**src/rtl/tbc_pkg.sv**
```systemverilog
// ----------------------------------------------------------------------------
// Tolerance box classifier package
// Shared constants, codes, record types and the absolute difference helpers.
// ----------------------------------------------------------------------------
`default_nettype none

package tbc_pkg;

  localparam int MAX_ENTRIES = 16;
  localparam int ADDR_W      = (MAX_ENTRIES > 1) ? $clog2(MAX_ENTRIES) : 1;
  localparam int CNT_W       = $clog2(MAX_ENTRIES + 1);

  localparam int LEN_W   = 16;
  localparam int COL_W   = 8;
  localparam int DENS_W  = 16;
  localparam int ANGLE_W = 16;
  localparam int SLOT_W  = 4;
  localparam int IDX_W   = 4;
  localparam int USE_W   = 5;
  localparam int CFG_A_W = 3;
  localparam int CFG_D_W = 16;

  typedef enum logic {
    CMD_LOAD  = 1'b0,
    CMD_QUERY = 1'b1
  } cmd_t;

  typedef enum logic [CFG_A_W-1:0] {
    CFG_WIDTH_TOL   = 3'd0,
    CFG_HEIGHT_TOL  = 3'd1,
    CFG_HUE_TOL     = 3'd2,
    CFG_SAT_TOL     = 3'd3,
    CFG_VAL_TOL     = 3'd4,
    CFG_DENSITY_TOL = 3'd5,
    CFG_ENTRIES     = 3'd6
  } cfg_idx_t;

  typedef enum logic [1:0] {
    ST_IDLE,
    ST_SCAN,
    ST_WAIT
  } state_t;

  // Features compared against one reference entry.
  typedef struct packed {
    logic [LEN_W-1:0]  width;
    logic [LEN_W-1:0]  height;
    logic [COL_W-1:0]  hue;
    logic [COL_W-1:0]  sat;
    logic [COL_W-1:0]  val;
    logic [DENS_W-1:0] density;
  } feat_t;

  typedef struct packed {
    feat_t feat;
    logic  zero_ang;
  } entry_t;

  localparam int ENTRY_W = $bits(entry_t);

  typedef struct packed {
    logic [LEN_W-1:0]  width;
    logic [LEN_W-1:0]  height;
    logic [COL_W-1:0]  hue;
    logic [COL_W-1:0]  sat;
    logic [COL_W-1:0]  val;
    logic [DENS_W-1:0] density;
  } tol_t;

  function automatic logic [LEN_W-1:0] abs_diff16(input logic [LEN_W-1:0] a,
                                                  input logic [LEN_W-1:0] b);
    return (a >= b) ? (a - b) : (b - a);
  endfunction

  function automatic logic [COL_W-1:0] abs_diff8(input logic [COL_W-1:0] a,
                                                 input logic [COL_W-1:0] b);
    return (a >= b) ? (a - b) : (b - a);
  endfunction

endpackage

`default_nettype wire

```
**src/rtl/tbc_if.sv**
```systemverilog
// ----------------------------------------------------------------------------
// Tolerance box classifier channels
// Valid/ready interfaces for the request, result and register write channels.
// ----------------------------------------------------------------------------
`default_nettype none

interface tbc_in_if;
  logic                      valid;
  logic                      ready;
  logic                      command;
  logic [3:0]                entry_index;
  logic [15:0]               rect_width;
  logic [15:0]               rect_height;
  logic [7:0]                hue;
  logic [7:0]                saturation;
  logic [7:0]                brightness;
  logic [15:0]               density;
  logic signed [15:0]        angle;
  logic                      zero_orientation;

  modport source (output valid, command, entry_index, rect_width, rect_height, hue,
                  saturation, brightness, density, angle, zero_orientation,
                  input ready);
  modport sink (input valid, command, entry_index, rect_width, rect_height, hue,
                saturation, brightness, density, angle, zero_orientation,
                output ready);
endinterface

interface tbc_out_if;
  logic               valid;
  logic               ready;
  logic               found;
  logic [3:0]         match_index;
  logic signed [15:0] angle_out;

  modport source (output valid, found, match_index, angle_out, input ready);
  modport sink (input valid, found, match_index, angle_out, output ready);
endinterface

interface tbc_cfg_if;
  logic        valid;
  logic        ready;
  logic [2:0]  index;
  logic [15:0] data;

  modport source (output valid, index, data, input ready);
  modport sink (input valid, index, data, output ready);
endinterface

`default_nettype wire

```
**src/rtl/tbc_ram.sv**
```systemverilog
// ----------------------------------------------------------------------------
// Generic RAM
// One write port and one read port with registered read data.
// ----------------------------------------------------------------------------
`default_nettype none

module tbc_ram #(
  parameter int WIDTH = 8,
  parameter int DEPTH = 16
) (
  input  wire logic                                    clk,
  input  wire logic                                    we,
  input  wire logic [((DEPTH > 1) ? $clog2(DEPTH) : 1)-1:0] waddr,
  input  wire logic [WIDTH-1:0]                        wdata,
  input  wire logic                                    re,
  input  wire logic [((DEPTH > 1) ? $clog2(DEPTH) : 1)-1:0] raddr,
  output logic      [WIDTH-1:0]                        rdata
);

  logic [WIDTH-1:0] mem [DEPTH];

  always_ff @(posedge clk) begin
    if (we) begin
      mem[waddr] <= wdata;
    end
    if (re) begin
      rdata <= mem[raddr];
    end
  end

endmodule

`default_nettype wire

```
**src/rtl/tbc_match.sv**
```systemverilog
// ----------------------------------------------------------------------------
// Tolerance box compare unit
// Checks one reference entry against the query features, all six at once.
// ----------------------------------------------------------------------------
`default_nettype none

module tbc_match
  import tbc_pkg::*;
(
  input  wire feat_t q,
  input  wire feat_t ref_feat,
  input  wire tol_t  tol,
  output logic       hit
);

  logic w_ok, h_ok, hue_ok, sat_ok, val_ok, d_ok;

  always_comb begin
    w_ok   = abs_diff16(q.width, ref_feat.width) <= tol.width;
    h_ok   = abs_diff16(q.height, ref_feat.height) <= tol.height;
    hue_ok = abs_diff8(q.hue, ref_feat.hue) <= tol.hue;
    sat_ok = abs_diff8(q.sat, ref_feat.sat) <= tol.sat;
    val_ok = abs_diff8(q.val, ref_feat.val) <= tol.val;
    d_ok   = abs_diff16(q.density, ref_feat.density) <= tol.density;
    hit    = w_ok & h_ok & hue_ok & sat_ok & val_ok & d_ok;
  end

endmodule

`default_nettype wire

```
**src/rtl/tolerance_box_object_classifier.sv**
```systemverilog
// ----------------------------------------------------------------------------
// Tolerance box object classifier
// Holds a table of reference objects and finds the first one that matches a
// detected rectangle within per-feature tolerances.
// ----------------------------------------------------------------------------
//   channel  dir  handshake       contents
//   in_if    in   valid/ready     load or query request
//   out_if   out  valid/ready     found, match_index, angle_out (queries only)
//   cfg_if   in   valid/ready     register index and write data
//
// A load is taken while idle and leaves the block idle. A query holds off new
// requests until its result is loaded and scans up to N entries, where N is entries_in_use capped at 16: one
// table read per cycle through the single RAM read port, each compared in the next cycle.
// Reset is synchronous and active low; the table itself is not cleared.
// A result waiting in the output register stalls only a later query's finish.
// Register writes are always taken.
// ----------------------------------------------------------------------------
`default_nettype none

module tolerance_box_object_classifier
  import tbc_pkg::*;
(
  input  wire logic clk,
  input  wire logic rst_n,
  tbc_in_if.sink    in_if,
  tbc_out_if.source out_if,
  tbc_cfg_if.sink   cfg_if
);

  state_t state_r, state_nxt;

  tol_t             tol_r;
  logic [USE_W-1:0] entries_r;

  feat_t               q_r;
  logic [ANGLE_W-1:0]  q_ang_r;
  logic [CNT_W-1:0]    cnt_r;
  logic [CNT_W-1:0]    rd_idx_r;
  logic                cmp_vld_r;
  logic [ADDR_W-1:0]   cmp_idx_r;

  logic                res_found_r;
  logic [IDX_W-1:0]    res_idx_r;
  logic [ANGLE_W-1:0]  res_ang_r;

  logic                out_valid_r;
  logic                out_found_r;
  logic [IDX_W-1:0]    out_idx_r;
  logic [ANGLE_W-1:0]  out_ang_r;

  logic                in_acc, load_acc, query_acc;
  logic                rd_issue, hit, hit_now, last_cmp, decide, out_free, out_load;
  logic                ram_we;
  logic [ENTRY_W-1:0]  ram_rdata;
  entry_t              wr_entry, rd_entry;
  feat_t               in_feat;
  logic [CNT_W-1:0]    cnt_clamp;
  logic                dec_found;
  logic [IDX_W-1:0]    dec_idx;
  logic [ANGLE_W-1:0]  dec_ang;

  // Request side.
  assign in_if.ready  = (state_r == ST_IDLE);
  assign cfg_if.ready = 1'b1;
  assign in_acc       = in_if.valid & in_if.ready;
  assign load_acc     = in_acc & (in_if.command == CMD_LOAD);
  assign query_acc    = in_acc & (in_if.command == CMD_QUERY);

  assign in_feat.width   = in_if.rect_width;
  assign in_feat.height  = in_if.rect_height;
  assign in_feat.hue     = in_if.hue;
  assign in_feat.sat     = in_if.saturation;
  assign in_feat.val     = in_if.brightness;
  assign in_feat.density = in_if.density;

  assign wr_entry.feat     = in_feat;
  assign wr_entry.zero_ang = in_if.zero_orientation;
  assign ram_we = load_acc & (32'(in_if.entry_index) < MAX_ENTRIES);

  assign cnt_clamp = (32'(entries_r) > MAX_ENTRIES) ? CNT_W'(MAX_ENTRIES)
                                                    : CNT_W'(entries_r);

  tbc_ram #(
    .WIDTH (ENTRY_W),
    .DEPTH (MAX_ENTRIES)
  ) u_table (
    .clk   (clk),
    .we    (ram_we),
    .waddr (ADDR_W'(in_if.entry_index)),
    .wdata (wr_entry),
    .re    (rd_issue),
    .raddr (rd_idx_r[ADDR_W-1:0]),
    .rdata (ram_rdata)
  );

  assign rd_entry = entry_t'(ram_rdata);

  tbc_match u_match (
    .q        (q_r),
    .ref_feat (rd_entry.feat),
    .tol      (tol_r),
    .hit      (hit)
  );

  // The scan stops at the first hit or after the last entry has been compared.
  assign hit_now  = cmp_vld_r & hit;
  assign last_cmp = cmp_vld_r & ((CNT_W'(cmp_idx_r) + CNT_W'(1)) == cnt_r);
  assign decide   = (state_r == ST_SCAN) & ((cnt_r == '0) | hit_now | last_cmp);
  assign rd_issue = (state_r == ST_SCAN) & (rd_idx_r < cnt_r) & ~decide;

  assign dec_found = hit_now;
  assign dec_idx   = hit_now ? IDX_W'(cmp_idx_r) : '0;
  assign dec_ang   = (hit_now & ~rd_entry.zero_ang) ? q_ang_r : '0;

  assign out_free = ~out_valid_r | out_if.ready;

  always_comb begin
    state_nxt = state_r;
    out_load  = 1'b0;
    unique case (state_r)
      ST_IDLE: begin
        if (query_acc) begin
          state_nxt = ST_SCAN;
        end
      end
      ST_SCAN: begin
        if (decide) begin
          if (out_free) begin
            out_load  = 1'b1;
            state_nxt = ST_IDLE;
          end else begin
            state_nxt = ST_WAIT;
          end
        end
      end
      ST_WAIT: begin
        if (out_free) begin
          out_load  = 1'b1;
          state_nxt = ST_IDLE;
        end
      end
      default: state_nxt = ST_IDLE;
    endcase
  end

  always_ff @(posedge clk) begin
    if (!rst_n) begin
      state_r <= ST_IDLE;
    end else begin
      state_r <= state_nxt;
    end
  end

  // Tolerance and count registers.
  always_ff @(posedge clk) begin
    if (!rst_n) begin
      tol_r.width   <= 16'd66;
      tol_r.height  <= 16'd66;
      tol_r.hue     <= 8'd20;
      tol_r.sat     <= 8'd20;
      tol_r.val     <= 8'd20;
      tol_r.density <= 16'd5120;
      entries_r     <= '0;
    end else if (cfg_if.valid) begin
      unique case (cfg_if.index)
        CFG_WIDTH_TOL:   tol_r.width   <= cfg_if.data[LEN_W-1:0];
        CFG_HEIGHT_TOL:  tol_r.height  <= cfg_if.data[LEN_W-1:0];
        CFG_HUE_TOL:     tol_r.hue     <= cfg_if.data[COL_W-1:0];
        CFG_SAT_TOL:     tol_r.sat     <= cfg_if.data[COL_W-1:0];
        CFG_VAL_TOL:     tol_r.val     <= cfg_if.data[COL_W-1:0];
        CFG_DENSITY_TOL: tol_r.density <= cfg_if.data[DENS_W-1:0];
        CFG_ENTRIES:     entries_r     <= cfg_if.data[USE_W-1:0];
        default: ;
      endcase
    end
  end

  // Scan control.
  always_ff @(posedge clk) begin
    if (!rst_n) begin
      cmp_vld_r <= 1'b0;
    end else if (query_acc) begin
      cmp_vld_r <= 1'b0;
    end else begin
      cmp_vld_r <= rd_issue;
    end
  end

  always_ff @(posedge clk) begin
    if (query_acc) begin
      q_r      <= in_feat;
      q_ang_r  <= in_if.angle;
      cnt_r    <= cnt_clamp;
      rd_idx_r <= '0;
    end else if (rd_issue) begin
      rd_idx_r  <= rd_idx_r + CNT_W'(1);
      cmp_idx_r <= rd_idx_r[ADDR_W-1:0];
    end
    if (decide) begin
      res_found_r <= dec_found;
      res_idx_r   <= dec_idx;
      res_ang_r   <= dec_ang;
    end
  end

  // Output register.
  always_ff @(posedge clk) begin
    if (!rst_n) begin
      out_valid_r <= 1'b0;
    end else if (out_load) begin
      out_valid_r <= 1'b1;
    end else if (out_if.ready) begin
      out_valid_r <= 1'b0;
    end
  end

  always_ff @(posedge clk) begin
    if (out_load) begin
      if (state_r == ST_SCAN) begin
        out_found_r <= dec_found;
        out_idx_r   <= dec_idx;
        out_ang_r   <= dec_ang;
      end else begin
        out_found_r <= res_found_r;
        out_idx_r   <= res_idx_r;
        out_ang_r   <= res_ang_r;
      end
    end
  end

  assign out_if.valid       = out_valid_r;
  assign out_if.found       = out_found_r;
  assign out_if.match_index = out_idx_r;
  assign out_if.angle_out   = out_ang_r;

  // A miss carries a zero index and a zero angle.
  a_miss_zero: assert property (@(posedge clk) disable iff (!rst_n)
    (out_valid_r && !out_found_r) |-> (out_idx_r == '0 && out_ang_r == '0))
    else $error("miss result carries a nonzero index or angle");

  // A compare never looks past the capped entry count.
  a_cmp_range: assert property (@(posedge clk) disable iff (!rst_n)
    cmp_vld_r |-> (CNT_W'(cmp_idx_r) < cnt_r))
    else $error("compare beyond the searched entries");

  // An accepted query always starts a scan.
  a_query_scan: assert property (@(posedge clk) disable iff (!rst_n)
    query_acc |=> (state_r == ST_SCAN))
    else $error("query did not start a scan");

  // A new result never overwrites one that has not been taken.
  a_out_source: assert property (@(posedge clk) disable iff (!rst_n)
    (out_load && out_valid_r) |-> out_if.ready)
    else $error("result overwritten before it was taken");

  // Loads never write while a scan is reading the table.
  a_no_load_in_scan: assert property (@(posedge clk) disable iff (!rst_n)
    ram_we |-> !cmp_vld_r && (state_r == ST_IDLE))
    else $error("table written during a scan");

endmodule

`default_nettype wire
```
**src/flat_wrapper.sv**
```systemverilog
// flat-port wrapper written by rule: the top's interface ports become plain ports
module tolerance_box_object_classifier_flat import tbc_pkg::*;
  (clk, rst_n, in_if_valid, in_if_command, in_if_entry_index, in_if_rect_width, in_if_rect_height, in_if_hue, in_if_saturation, in_if_brightness, in_if_density, in_if_angle, in_if_zero_orientation, in_if_ready, out_if_valid, out_if_found, out_if_match_index, out_if_angle_out, out_if_ready, cfg_if_valid, cfg_if_index, cfg_if_data, cfg_if_ready);
  tbc_in_if in_if_i ();
  tbc_out_if out_if_i ();
  tbc_cfg_if cfg_if_i ();
  input  wire logic clk;
  input  wire logic rst_n;
  input wire logic [$bits(in_if_i.valid)-1:0] in_if_valid;
  input wire logic [$bits(in_if_i.command)-1:0] in_if_command;
  input wire logic [$bits(in_if_i.entry_index)-1:0] in_if_entry_index;
  input wire logic [$bits(in_if_i.rect_width)-1:0] in_if_rect_width;
  input wire logic [$bits(in_if_i.rect_height)-1:0] in_if_rect_height;
  input wire logic [$bits(in_if_i.hue)-1:0] in_if_hue;
  input wire logic [$bits(in_if_i.saturation)-1:0] in_if_saturation;
  input wire logic [$bits(in_if_i.brightness)-1:0] in_if_brightness;
  input wire logic [$bits(in_if_i.density)-1:0] in_if_density;
  input wire logic [$bits(in_if_i.angle)-1:0] in_if_angle;
  input wire logic [$bits(in_if_i.zero_orientation)-1:0] in_if_zero_orientation;
  output wire logic [$bits(in_if_i.ready)-1:0] in_if_ready;
  output wire logic [$bits(out_if_i.valid)-1:0] out_if_valid;
  output wire logic [$bits(out_if_i.found)-1:0] out_if_found;
  output wire logic [$bits(out_if_i.match_index)-1:0] out_if_match_index;
  output wire logic [$bits(out_if_i.angle_out)-1:0] out_if_angle_out;
  input wire logic [$bits(out_if_i.ready)-1:0] out_if_ready;
  input wire logic [$bits(cfg_if_i.valid)-1:0] cfg_if_valid;
  input wire logic [$bits(cfg_if_i.index)-1:0] cfg_if_index;
  input wire logic [$bits(cfg_if_i.data)-1:0] cfg_if_data;
  output wire logic [$bits(cfg_if_i.ready)-1:0] cfg_if_ready;
  assign in_if_i.valid = in_if_valid;
  assign in_if_i.command = in_if_command;
  assign in_if_i.entry_index = in_if_entry_index;
  assign in_if_i.rect_width = in_if_rect_width;
  assign in_if_i.rect_height = in_if_rect_height;
  assign in_if_i.hue = in_if_hue;
  assign in_if_i.saturation = in_if_saturation;
  assign in_if_i.brightness = in_if_brightness;
  assign in_if_i.density = in_if_density;
  assign in_if_i.angle = in_if_angle;
  assign in_if_i.zero_orientation = in_if_zero_orientation;
  assign in_if_ready = in_if_i.ready;
  assign out_if_valid = out_if_i.valid;
  assign out_if_found = out_if_i.found;
  assign out_if_match_index = out_if_i.match_index;
  assign out_if_angle_out = out_if_i.angle_out;
  assign out_if_i.ready = out_if_ready;
  assign cfg_if_i.valid = cfg_if_valid;
  assign cfg_if_i.index = cfg_if_index;
  assign cfg_if_i.data = cfg_if_data;
  assign cfg_if_ready = cfg_if_i.ready;
  tolerance_box_object_classifier u_core (.clk(clk), .rst_n(rst_n), .in_if(in_if_i), .out_if(out_if_i), .cfg_if(cfg_if_i));
endmodule
```
**config.mk**
```make
export PLATFORM = sky130hd
export DESIGN_NAME = tolerance_box_object_classifier_flat
export DESIGN_NICKNAME = d
export VERILOG_FILES = /design/src/rtl/tbc_pkg.sv /design/src/rtl/tbc_if.sv /design/src/rtl/tbc_ram.sv /design/src/rtl/tbc_match.sv /design/src/rtl/tolerance_box_object_classifier.sv /design/src/flat_wrapper.sv
export SDC_FILE = /design/constraint.sdc
export NUM_CORES = 2
export LEC_CHECK = 0
export BUFFER_PORTS_ARGS = -buffer_cell sky130_fd_sc_hd__buf_2
export CAP_MARGIN = 20
export CORE_MARGIN = 2
export CORE_UTILIZATION = 52
export CTS_CLUSTER_SIZE = 12
export DETAILED_ROUTE_END_ITERATION = 7
export PLACE_DENSITY = 0.71
export SYNTH_ARGS = -nofsm -noshare
export SYNTH_HDL_FRONTEND = slang
export SYNTH_HIERARCHICAL = 1
export SYNTH_SLANG_ARGS = --single-unit
export TNS_END_PERCENT = 30
```
**constraint.sdc**
```tcl
create_clock -name clk -period 12.1 [get_ports clk]
set_input_delay 1.21 -clock clk [delete_from_list [all_inputs] [get_ports clk]]
set_output_delay 1.21 -clock clk [all_outputs]
set_load 0.02 [all_outputs]
```
Word level (Yosys, flattened, before mapping)

Memories as Yosys holds them, arrays and structs flattened. A register that Yosys moved wholly into a read port is not among the register bits.
Index checks and enable logic that the tools add are counted.
Widths: inputs -> output; s select.

Flip-flop bits (word level): 225
Memory bits (writable): 1168
Bits of input ports: 118
Output and inout bits: 24
Logic and storage cells: 127
Memories: 1

Memory list:

| memory             | words | width | read ports | clocked after memory_dff | write ports | line          | source |
|---|---|---|---|---|---|---|---|
| u_core.u_table.mem | 16    | 73    | 1          | 1                        | 1           | tbc_ram.sv:20 | `logic [WIDTH-1:0] mem [DEPTH];` |

$add $sub $neg: 14
Magnitude comparators: 14
Equality and inequality tests: 12
Muxes and demuxes: 23
Bitwise gates (word level): 23
Reduce and logical (&&, ||, !) cells: 14

Operators by type and width:

| kind                | count |
|---|---|
| $sub 16x16->16      | 6 |
| $mux 16             | 5 |
| $ge 16x16->1        | 3 |
| $le 16x16->1        | 3 |
| $sub 8x8->8         | 6 |
| $ge 8x8->1          | 3 |
| $le 8x8->1          | 3 |
| $mux 8              | 3 |
| $reduce_and 2->1    | 8 |
| $and 1x1->1         | 14 |
| $eq 3x3->1 const B  | 3 |
| $mux 2              | 4 |
| $mux 4              | 2 |
| $mux 1              | 7 |
| $eq 3x2->1 const B  | 2 |
| $not 1->1           | 6 |
| $pmux 2 s3          | 1 |
| $add 4x1->5 const B | 1 |
| $add 5x1->5 const B | 1 |
| $eq 5x5->1          | 1 |
| $gt 5x5->1 const B  | 1 |
| $logic_not 5->1     | 1 |
| $lt 5x5->1          | 1 |
| $ne 2x1->1 const B  | 2 |
| other kinds (11)    | 13 |

Depth between registers and ports, before layout

Depth after elaboration: 15
Gate-level depth with buffers: 26
Depth with buffers taken out: 25

Hierarchy

The synthesis kept the hierarchy.

Modules (own cells, without submodules):

| module                          | instances | cells an instance | area an instance (um^2) | sequential area each (um^2) |
|---|---|---|---|---|
| tbc_ram                         | 1         | 1875              | 45857.7                 | 37265.7 |
| tbc_match                       | 1         | 1186              | 8501.9                  | 0.0 |
| tolerance_box_object_classifier | 1         | 621               | 8172.8                  | 5895.7 |

Worst setup path before layout

Ideal clock, no wire load.

Kind: flip-flop to flip-flop
Start: register u_core/q_r[56] (netlist bit)
End: register u_core.u_table.rdata[0], read port of u_core.u_table.mem (enable)
Library setup time: 0.509 ns
Arrival: 7.366 ns
Data required time: 11.591 ns
Path slack: 4.225 ns
Cell stages (with the launch flop): 24
Buffers on the path: 1
Period minus slack after synthesis: 7.875 ns
Path through: edfxtp_1 > inv_1 > ha_1 > inv_1 > fa_1 > nand3_1 > a31oi_1 > o21ai_1 > a21oi_1 > nor2_2 > buf_4 > mux2i_1 > xor2_1 > ha_1 > nand4_1 > or3_1 > o32a_1 > a31oi_1 > and4bb_2 > and2_1 > a21oi_1 > and2_1 > o211ai_4 > nor2_1

Longest elaborated chain between the ends: 14
Elaborated cells on any way between the ends: 16
Classes of those cells: add/sub (2); order compare (2); mux (1); bitwise (11)

Ends and longest elaborated chain:

| item                                           | line                                   | source |
|---|---|---|
| from (decl)                                    | tolerance_box_object_classifier.sv:35  | `feat_t q_r;` |
| from (signal assigned)                         | tolerance_box_object_classifier.sv:191 | `q_r <= in_feat;` |
| $sub 16x16->16 or $ge 16x16->1 (tied branches) | tbc_pkg.sv:72                          | `return (a >= b) ? (a - b) : (b - a);` |
| $mux 16 *                                      | tbc_pkg.sv:72                          |  |
| $le 16x16->1 *                                 | tbc_match.sv:19                        | `w_ok = abs_diff16(q.width, ref_feat.width) <= tol.width;` |
| $and 1x1->1 * (5 in a row)                     | tbc_match.sv:25                        | `hit = w_ok & h_ok & hue_ok & sat_ok & val_ok & d_ok;` |
| net u_core.hit                                 | tolerance_box_object_classifier.sv:52  | `logic rd_issue, hit, hit_now, last_cmp, decide, out_free, out_load;` |
| $and 1x1->1 *                                  | tolerance_box_object_classifier.sv:106 | `assign hit_now = cmp_vld_r & hit;` |
| net u_core.dec_found                           | tolerance_box_object_classifier.sv:58  | `logic dec_found;` |
| $or 1x1->1 * (2 in a row)                      | tolerance_box_object_classifier.sv:108 | `assign decide = (state_r == ST_SCAN) & ((cnt_r == '0) \| hit_now \| last_cmp);` |
| $and 1x1->1 *                                  | tolerance_box_object_classifier.sv:108 |  |
| $not 1->1 *                                    | tolerance_box_object_classifier.sv:109 | `assign rd_issue = (state_r == ST_SCAN) & (rd_idx_r < cnt_r) & ~decide;` |
| $and 1x1->1 *                                  | tolerance_box_object_classifier.sv:109 |  |
| net u_core.rd_issue                            | tolerance_box_object_classifier.sv:52  |  |
| to (decl)                                      | tbc_ram.sv:17                          | `output logic [WIDTH-1:0] rdata` |

Mark *: on every way through the listed nets, which the timed path passes. The rest lies on a longest branch.
A chain may end at the register's enable or synchronous reset.

Worst setup path in the final report

Start: register u_core/q_r[56] (netlist bit)
End: register u_core.u_table.rdata[69], read port of u_core.u_table.mem (enable)

Same word-level chain as after synthesis.

==> impl_results.md <==
- Yosys warns: 6
- Clock transition at path regs: 0.06 ns
- Pins Over Slew Limit: 0
- Max Root-Sink Buffers: 3
- Overall Power: 11.5 mW
- Fmax: 133 MHz
- Syn nets: 4031
- Endpoints failing setup: 0
- Yosys cell types: 78
- H-tree Lvls: 4
- Setup repair bufs after CTS: 0
- Ys async rst share: 0%
- Worst rel slew slack: 26.0%
- DP Worst Slack: 4.65 ns
- Die ar.: 123000 µm²
- Final setup margin: 4.58 ns
- TritonCTS Buffers: 150
- Drt pass-1 iters: 5
- Die W: 351 µm
- Synth area leaders: edfxtp_1, mux4_2, ha_1
- Skew final: 0.0310 ns
- RSZ-0062 raised after global routing: no
- Gpl congestion: 0.897
- CORE AREA: 120000 µm²
- Number of routed nets with antenna violations: 0
- Global-route wire length before repair: 215 mm
- Total negative slack: 0 ns
- Hpwl dp: 83.4 mm
- Largest net degree at the start of global routing: 107
- Leakage power: 23.6 nW
- Mapped cell area: 62500 µm²
- WP data arrival: 7.91 ns
- Status: finished clean
- Post_cts resized: 0
- Tmin final: 7.52 ns
- Clock Root Buffer: clkbuf_16
- Die H: 351 µm
- CP Launch Type: flop
- Critical path class: flop to flop
- Gr ovfl total: 0
- Maximum VDD drop: 115 µV
- Vias per std cell: 6.07
- Area grow syn2layout: 11.1%
- # DRC: 0
- EDFF count, synth: 1380
- Row count: 127
- Port-buffer cells: 140
- Synth Instances: 3682
- Worst-Skew Late Latency: 0.79 ns
- Layout cells sized above 1: 18.8%
- HP Class: flop to flop
- Vias in the first global route: 33.5k
- Clk sinks: 1466
- CTS tree: built
- # IOs: 142
- Initial core utilization: 52.3%
- Tcrit/Tclk final: 62.2%
- Sequential element share of the synthesized area: 69.0%
- Ys flop type: edfxtp_1
- Total global-route track usage: 23.8%
- Syn_area_per_cell: 17.0 µm²
- Initial antenna violation count: 16
- CP max stage delay: 0.78 ns
- Final wirelength: 145 mm
- Vias: 33.9k
- Slew @ Worst Pin: 1.11 ns
- Max cap viols: 0
- Worst-path maximum fanout: 46
- Hold buffers post-CTS: 0
- Worst-path cell chain: inv_1 > ha_1 > inv_1 > fa_1 > nand3_1 > a31oi_1 > o21ai_1 > a21oi_1 > nor2_2 > mux2_2 > xnor2_1 > ha_1 > nand4_1 > or3_1 > o32a_1 > a31oi_1 > and4bb_2 > and2_1 > a21oi_1 > and2_1 > o211ai_4 > nor2_4 > buf_4
- Crit path capture type: flop
- Crit path max-delay cell type: buf_4
- Post-DR wirelength/cell: 26.0 µm
- Critical Path RT: 12.49 ns
- Count of nets after finishing: 4228
- Yosys top cell area share: 66.3%
- Largest area contributor in the netlist: edfxtp_1
- Final hold violations: 0
- FF+latch count, synth: 1466
- Cell Pwr Density: 165 nW/µm²
- Iter 0 DRT Violations: 3518
==> where the power goes <==
| group | internal, mW | leakage [nW] | total, mW | switching (mW) |
|---|---|---|---|---|
| combinational | 0.730 | 8.30 | 1.56 | 0.834 |
| sequential | 5.64 | 13.1 | 5.69 | 0.0437 |
| clock | 2.41 | 2.11 | 4.23 | 1.82 |
| total | 8.78 | 23.6 | 11.5 | 2.70 |
==> critical path, delay by kind of cell, from the launching register on <==
| kind | cells | cell delay [ns] |
|---|---|---|
| simple gates | 8 | 2.69 |
| fa+ha+maj | 3 | 0.87 |
| buf+inv | 3 | 0.92 |
| flops | 1 | 0.39 |
| compound gates | 7 | 1.67 |
| mux | 1 | 0.42 |
| xor+xnor | 1 | 0.13 |
==> layer usage <==
metal	global-route usage, %	share of wire [%]	vias up
li1	-	-	14746
met1	33.8	41	17480
met2	37.6	48	1392
met3	4.69	8.5	237
met4	7.06	2.3	12
met5	0	0.046	-
==> metrics by stage <==
step	hold slack, ns	util [%]	instance area [µm²]	std cells
detailed placement	0.459	54.3	65000	5337
floorplan	0.435	-	62500	3682
finish	0.468	58.0	69500	5583
CTS	0.468	58.0	69400	5574
global placement	0.444	54.3	65000	5337
global route	0.491	58.0	69400	5578
==> cell type report <==
| cell class | count | area [µm²] |
|---|---|---|
| Antenna cell | 7 | 17.5 |
| Timing Repair Buffer | 199 | 1180 |
| Clock buffer | 204 | 4070 |
| Fill cell | 8828 | 50200 |
| Sequential cell | 1466 | 43200 |
| Clock inverter | 33 | 329 |
| Tap cell | 1612 | 2020 |
| Inverter | 237 | 892 |
| Multi-Input combinational cell | 1825 | 17800 |
==> cells by family (layout without fill, tap and decap cells) <==
| group | after synthesis | after routing | share of synthesized area, % |
|---|---|---|---|
| buffers and inverters | 391 | 673 | 2.78 |
| XOR/XNOR | 65 | 65 | 0.910 |
| multiplexers | 381 | 381 | 12.0 |
| flip-flops | 1466 | 1466 | 69.0 |
| AO/OA/AOI/OAI | 583 | 583 | 6.33 |
| other | 1 | 8 | 0.00600 |
| AND/OR/NAND/NOR | 564 | 564 | 4.18 |
| adder cells (fa/ha/maj) | 231 | 231 | 4.77 |
==> synth_stat cells, drive strengths merged (5+ instances only) <==
cell type / count
a2111oi: 5
a211oi: 12
a21boi: 67
a21o: 64
a21oi: 106
a22oi: 148
a31oi: 12
a41oi: 5
and2: 24
and3: 13
buf: 80
clkbuf: 74
dfxtp: 86
edfxtp: 1380
fa: 12
ha: 219
inv: 237
mux2: 32
mux2i: 57
mux4: 292
nand2: 276
nand2b: 33
nand3: 32
nand4: 29
nor2: 83
nor2b: 35
nor3: 22
o211ai: 11
o21a: 18
o21ai: 89
o21bai: 12
o31ai: 5
xnor2: 36
xor2: 29
==> cells in the final DEF (no fill, tap or decap), types with 23 or more instances in the layout <==
cell and count:
dfxtp_1 84, nor2b_1 33, inv_1 236, a21oi_1 105, xnor2_1 36, and2_1 23
nor2_1 67, edfxtp_1 1380, xor2_1 29, buf_2 140, clkbuf_1 47, a21boi_0 64
nand4_1 28, mux2i_1 57, ha_1 219, a22oi_1 148, o21ai_0 87, nand2b_1 33
nand2_1 275, a21o_1 63, buf_4 57, mux4_2 292, nand3_1 32, clkbuf_16 154
mux2_2 32
==> path summary, 6_finish.rpt <==
check | endpoint | cells past startpoint | slack [ns] | startpoint
worst max-delay path | u_core/u_table/rdata[69] | 23 | 4.58 | u_core/q_r[56]
worst min-delay path | u_core/tol_r[8] | 2 | 0.47 | u_core/tol_r[8]
worst max register to register | u_core/u_table/rdata[69] | 23 | 4.58 | u_core/q_r[56]
worst min register to register | u_core/tol_r[8] | 2 | 0.47 | u_core/tol_r[8]
==> state kept, by name, indices dropped and copies added (netlist names) <==
register                   flops
u_core/cnt_r                   5
u_core/q_ang_r                16
u_core/rd_idx_r                5
u_core/out_if.found            1
u_core/res_idx_r               4
u_core/u_table/mem          1168
u_core/cmp_idx_r               4
u_core/res_ang_r              16
u_core/state_r                 2
u_core/res_found_r             1
u_core/out_if.match_index      4
u_core/out_if.angle_out       16
u_core/u_table/rdata          73
u_core/tol_r                  72
u_core/entries_r               5
u_core/q_r                    72
u_core/out_if.valid            1
u_core/cmp_vld_r               1
(Power assumes the default switching activity.)
